### config.mk
export PLATFORM = sky130hd
export DESIGN_NAME = sha_ram
export DESIGN_NICKNAME = d
export VERILOG_FILES = /design/src/design/sha_ram.sv
export SDC_FILE = /design/constraint.sdc
export NUM_CORES = 1
export LEC_CHECK = 0
export ABC_AREA = 1
export BUFFER_PORTS_ARGS = -buffer_cell sky130_fd_sc_hd__buf_2
export CAP_MARGIN = 20
export CORE_ASPECT_RATIO = 1.4
export CORE_MARGIN = 4
export CORE_UTILIZATION = 30
export DETAILED_ROUTE_END_ITERATION = 10
export PLACE_DENSITY = 0.53
export SLEW_MARGIN = 20
export SYNTH_ARGS = -nofsm -noshare
export SYNTH_HDL_FRONTEND = slang
export SYNTH_SLANG_ARGS = --single-unit
### constraint.sdc
create_clock -name clk_i -period 1.1 [get_ports clk_i]
set_input_delay 0.055 -clock clk_i [delete_from_list [all_inputs] [get_ports clk_i]]
set_output_delay 0.055 -clock clk_i [all_outputs]
set_load 0.01 [all_outputs]
### src/design/sha_ram.sv
// generic ram with one write port and one registered read port
// no dependencies
module sha_ram #(
  parameter int unsigned Width = 8,
  parameter int unsigned Depth = 16
) (
  input  logic                     clk_i,
  input  logic                     we_i,
  input  logic [$clog2(Depth)-1:0] waddr_i,
  input  logic [Width-1:0]         wdata_i,
  input  logic [$clog2(Depth)-1:0] raddr_i,
  output logic [Width-1:0]         rdata_o
);
  logic [Width-1:0] mem_q [Depth];

  always_ff @(posedge clk_i) begin
    if (we_i) begin
      mem_q[waddr_i] <= wdata_i;
    end
    rdata_o <= mem_q[raddr_i];
  end
endmodule

Word level (Yosys, flattened, before mapping)
Memory sizes are Yosys's and may differ from the RTL's. A register that Yosys moved wholly into a read port is not among the register bits.
Index checks and enable logic that the tools add are counted.
{"block": "word_totals", "regBits": 0, "latchBits": 0, "mem_bits_rw": 128, "mem_bits_ro": 0, "in_bits": 18, "wordCells": 3, "n_memories": 1}
{"name": "mem_q", "words": 16, "word_bits": 8, "rd": 1, "rd_ports_with_merged_regs": 1, "write_ports": 1, "line_no": "14", "rtl": "logic [Width-1:0] mem_q [Depth];"}
{"block": "op_classes", "add_sub_neg": 0, "n_mul": 0, "div": 0, "magnitude_cmp": 0, "eq_ne": 0, "shift": 0, "n_mux": 2, "n_bitwise": 0, "n_reduce_logical": 0}
{"op": "1-bit two-way mux", "count": 2}

Longest topological paths before layout
{"block": "logic_depth", "ltp_word": 2, "ltp_mapped": 8}

Worst setup path before layout
Ideal clock, no wire load.
{"block": "synth_timing", "kind": "input -> register", "from": "in waddr_i[3]", "to": "mem mem_q[4][0], enable pin", "setup_time_ns": 0.370, "arrival_time_ns": 0.636, "required_time_ns": 0.730, "setup_slack_ns": 0.094, "stages": 2, "path_buffers": 0, "cell_sequence": "nand3b_1 -> nor2_1"}
{"item": "from (decl)", "line_no": "9", "rtl": "input logic [$clog2(Depth)-1:0] waddr_i,"}
{"item": "to (decl)", "line_no": "14"}
No word-level cell before the write port.

==> flow_summary.yaml <==
routing:
  routed-via-count: 3792
  met1Wirelength_um: 5360
  met2_wirelength_um: 7310
  ant_nets: 0
  wl_met3_um: 497
  firstDrtPassIters: 4
  top_layer: "met4"
  drt_iter0_drc: 188
  viasPerCell: 4.43
  routed_wl_um: 13500
  routedWlPerCell_um: 15.8
  drc: 0
layout:
  syn_to_final_growth_pct: 19.5
  final_common_cell: "nand2_1"
  drive_above_1_share: 0.147
  fin_util: 0.368
  fill_cells: 1856
  final_area_um2: 6890
  final_nets: 617
  final_cell_mix: "173 x nand2_1, 128 x edfxtp_1, 100 x inv_1, 93 x nand3_1, 25 x buf_2"
  antennaDiodeCount: 0
status:
  status: "complete, no violations"
clock_network:
  cts_setup_buffers: 0
  cts_root_buf: "clkbuf_16"
  cts_max_level: 4
  cts_buffer_depth: 2
  cts.sinks: 136
  numCtsBuffers: 17
  cts_tree: "built"
  clk_latency_ns: 0.41
  cts.clk_slew.worst_paths_ns: 0.06
worst_setup_path:
  arrival_ns: 1.31
  crit_buf_inv: 1
  crit_path_start_kind: "register"
  r2r_cells: 6
  end_kind: "register"
  crit_family: "simple AND/OR/NAND/NOR gates"
  crit_fanout: 1
  slowest_stage: "edfxtp_1"
  r2r-start: "mem_q[7][6]$_DFFE_PP_"
  crit_path_max_incr_delay_ns: 0.37
  cp_cell_sequence: "inv_1 > nand2_1 > nand3_1 > nand3_1 > nand3_2 > nand2_1"
  crit_type: "register to register"
  required_ns: 1.41
  timing.rr.end: "rdata_o[6]$_DFF_P_"
  reg2reg_slack_ns: 0.1
pwr:
  power_frac_comb: 0.064
  p_switching_uw: 2800
  power_frac_seq: 0.486
  netSwitchingFraction: 0.234
  p_int_uw: 9190
  clkPwrFrac: 0.450
  irDropWorstVdd_uv: 1050
  cellLeakagePower_uw: 0.00295
  power_density_nw_per_um2: 1740
yosys:
  synth_area_um2: 5770
  synth-seq-cells: 136
  syn_nets: 569
  syn_inst: 551
  synth_cell_types: 12
  postSynthAreaPerCell_um2: 10.5
  yosys_warnings: 0
  yosysSeqAreaShare: 0.694
job:
  max-cap-violations: 0
global_routing:
  grt_start_max_net_pins: 65
  grt_pass1_vias: 3879
  grt_first_pass_wirelength_um: 21500
  grt_util_all_layers: 0.133
  antenna_found_initial: 0
  overflow: 0
floorplanning:
  die_y_um: 172
  rows: 59
  die_area_um2: 21500
  core_um2: 18800
  io-pin-count: 26
  die_x_um: 125
  initial_utilization: 0.308
placement:
  place_area_um2: 6300
  hpwlAfterDp_um: 9030
  io_buffers: 25
  place_congestion: 0.851
min_path:
  hold_depth: 1
  hp-start: "wdata_i[7]"
  min_to: "mem_q[0][7]$_DFFE_PP_"
  hold_path.class: "input port to register"
sta:
  finClkSkew_ns: 0.00741
  tightestPinTransition_ns: 0.378
  fmax_mhz: 998
  maxSlewViolCount: 0
  fin_crit_sh: 0.911
  relSlewSlack: 0.748
  rsz0062_at_grt: "false"
  fin_crit_ns: 1.00
  setup_violations: 0
  finalHoldViolCount: 0
## per-layer routing
metal,vias up,global-route usage
li1,1872,-
met1,1811,0.147
met2,89,0.246
met3,20,0.0244
met4,0,0.0656
met5,-,0
## synth_stat cells
| master | number | share of area |
|---|---|---|
| buf_4 | 4 | 0.0052 |
| nor2_1 | 17 | 0.011 |
| buf_2 | 13 | 0.011 |
| nand3_1 | 97 | 0.084 |
| nand3b_1 | 2 | 0.0026 |
| inv_1 | 100 | 0.065 |
| inv_2 | 2 | 0.0013 |
| buf_1 | 1 | 0.00065 |
| nand2_1 | 173 | 0.11 |
| buf_6 | 6 | 0.012 |
| edfxtp_1 | 128 | 0.67 |
| dfxtp_1 | 8 | 0.028 |
## kinds of logic after synthesis
kind of cell           count (synthesis)  share of synthesized area
buffers and inverters                126                     0.0952
DFF                                  136                      0.694
and+or+nand+nor                      289                      0.210
## layout make-up
type | count | area (um2) | share of cell area
Timing Repair Buffer | 53 | 398 | 0.0577
Clock buffer | 17 | 425 | 0.0617
Inverter | 102 | 383 | 0.0555
Sequential cell | 136 | 4000 | 0.581
Multi-Input combinational cell | 289 | 1230 | 0.179
Clock inverter | 15 | 144 | 0.0209
Tap cell | 244 | 305 | 0.0443
## registers in the layout, summed over array words and instances, names as in the netlist
register  count
mem_q       128
rdata_o       8
## worst max-delay path by stage
| stage | startpoint | to | depth (start not counted) |
|---|---|---|---|
| after global placement | raddr_i[0] | rdata_o[3]$_DFF_P_ | 7 |
| after CTS | mem_q[7][3]$_DFFE_PP_ | rdata_o[3]$_DFF_P_ | 6 |
| after floorplan | waddr_i[3] | mem_q[4][0]$_DFFE_PP_ | 2 |
| after detailed placement | raddr_i[0] | rdata_o[3]$_DFF_P_ | 7 |
| after global routing | mem_q[15][7]$_DFFE_PP_ | rdata_o[7]$_DFF_P_ | 6 |
| final | mem_q[7][6]$_DFFE_PP_ | rdata_o[6]$_DFF_P_ | 6 |
## metrics by stage
step	total power, uW	std cells	hold WS, ns	setup WS, ns	setup TNS (ns)
2_1_floorplan	6350	551	0.154	0.0942	0
3_3_place_gp	6700	824	0.460	-0.0709	-0.484
3_5_place_dp	6710	824	0.456	-0.104	-0.606
4_1_cts	12100	856	0.0575	0.0317	0
5_1_grt	12500	856	0.0563	0.00694	0
6_report	12000	856	0.0643	0.0978	0
## power by group through the flow
| stage | Clock (uW) | Combinational, uW | Sequential (uW) |
|---|---|---|---|
| floorplan | 0 | 409 | 5950 |
| global route | 5780 | 848 | 5840 |
| finish | 5390 | 763 | 5830 |
| detailed placement | 0 | 771 | 5940 |
| global placement | 0 | 760 | 5940 |
| CTS | 5510 | 775 | 5830 |
## timing repair
item,in CTS,in global routing
hold buffers,0,0
resized for setup,0,4
endpoints found under the setup margin,0,2
## worst reg2reg max path: cells and delay by family, from the launching register on
kind	cells	cell delay, ns
buf+inv	1	0.07
simple gates	5	0.46
flops	1	0.37
Power figures use the tool's default switching activity.
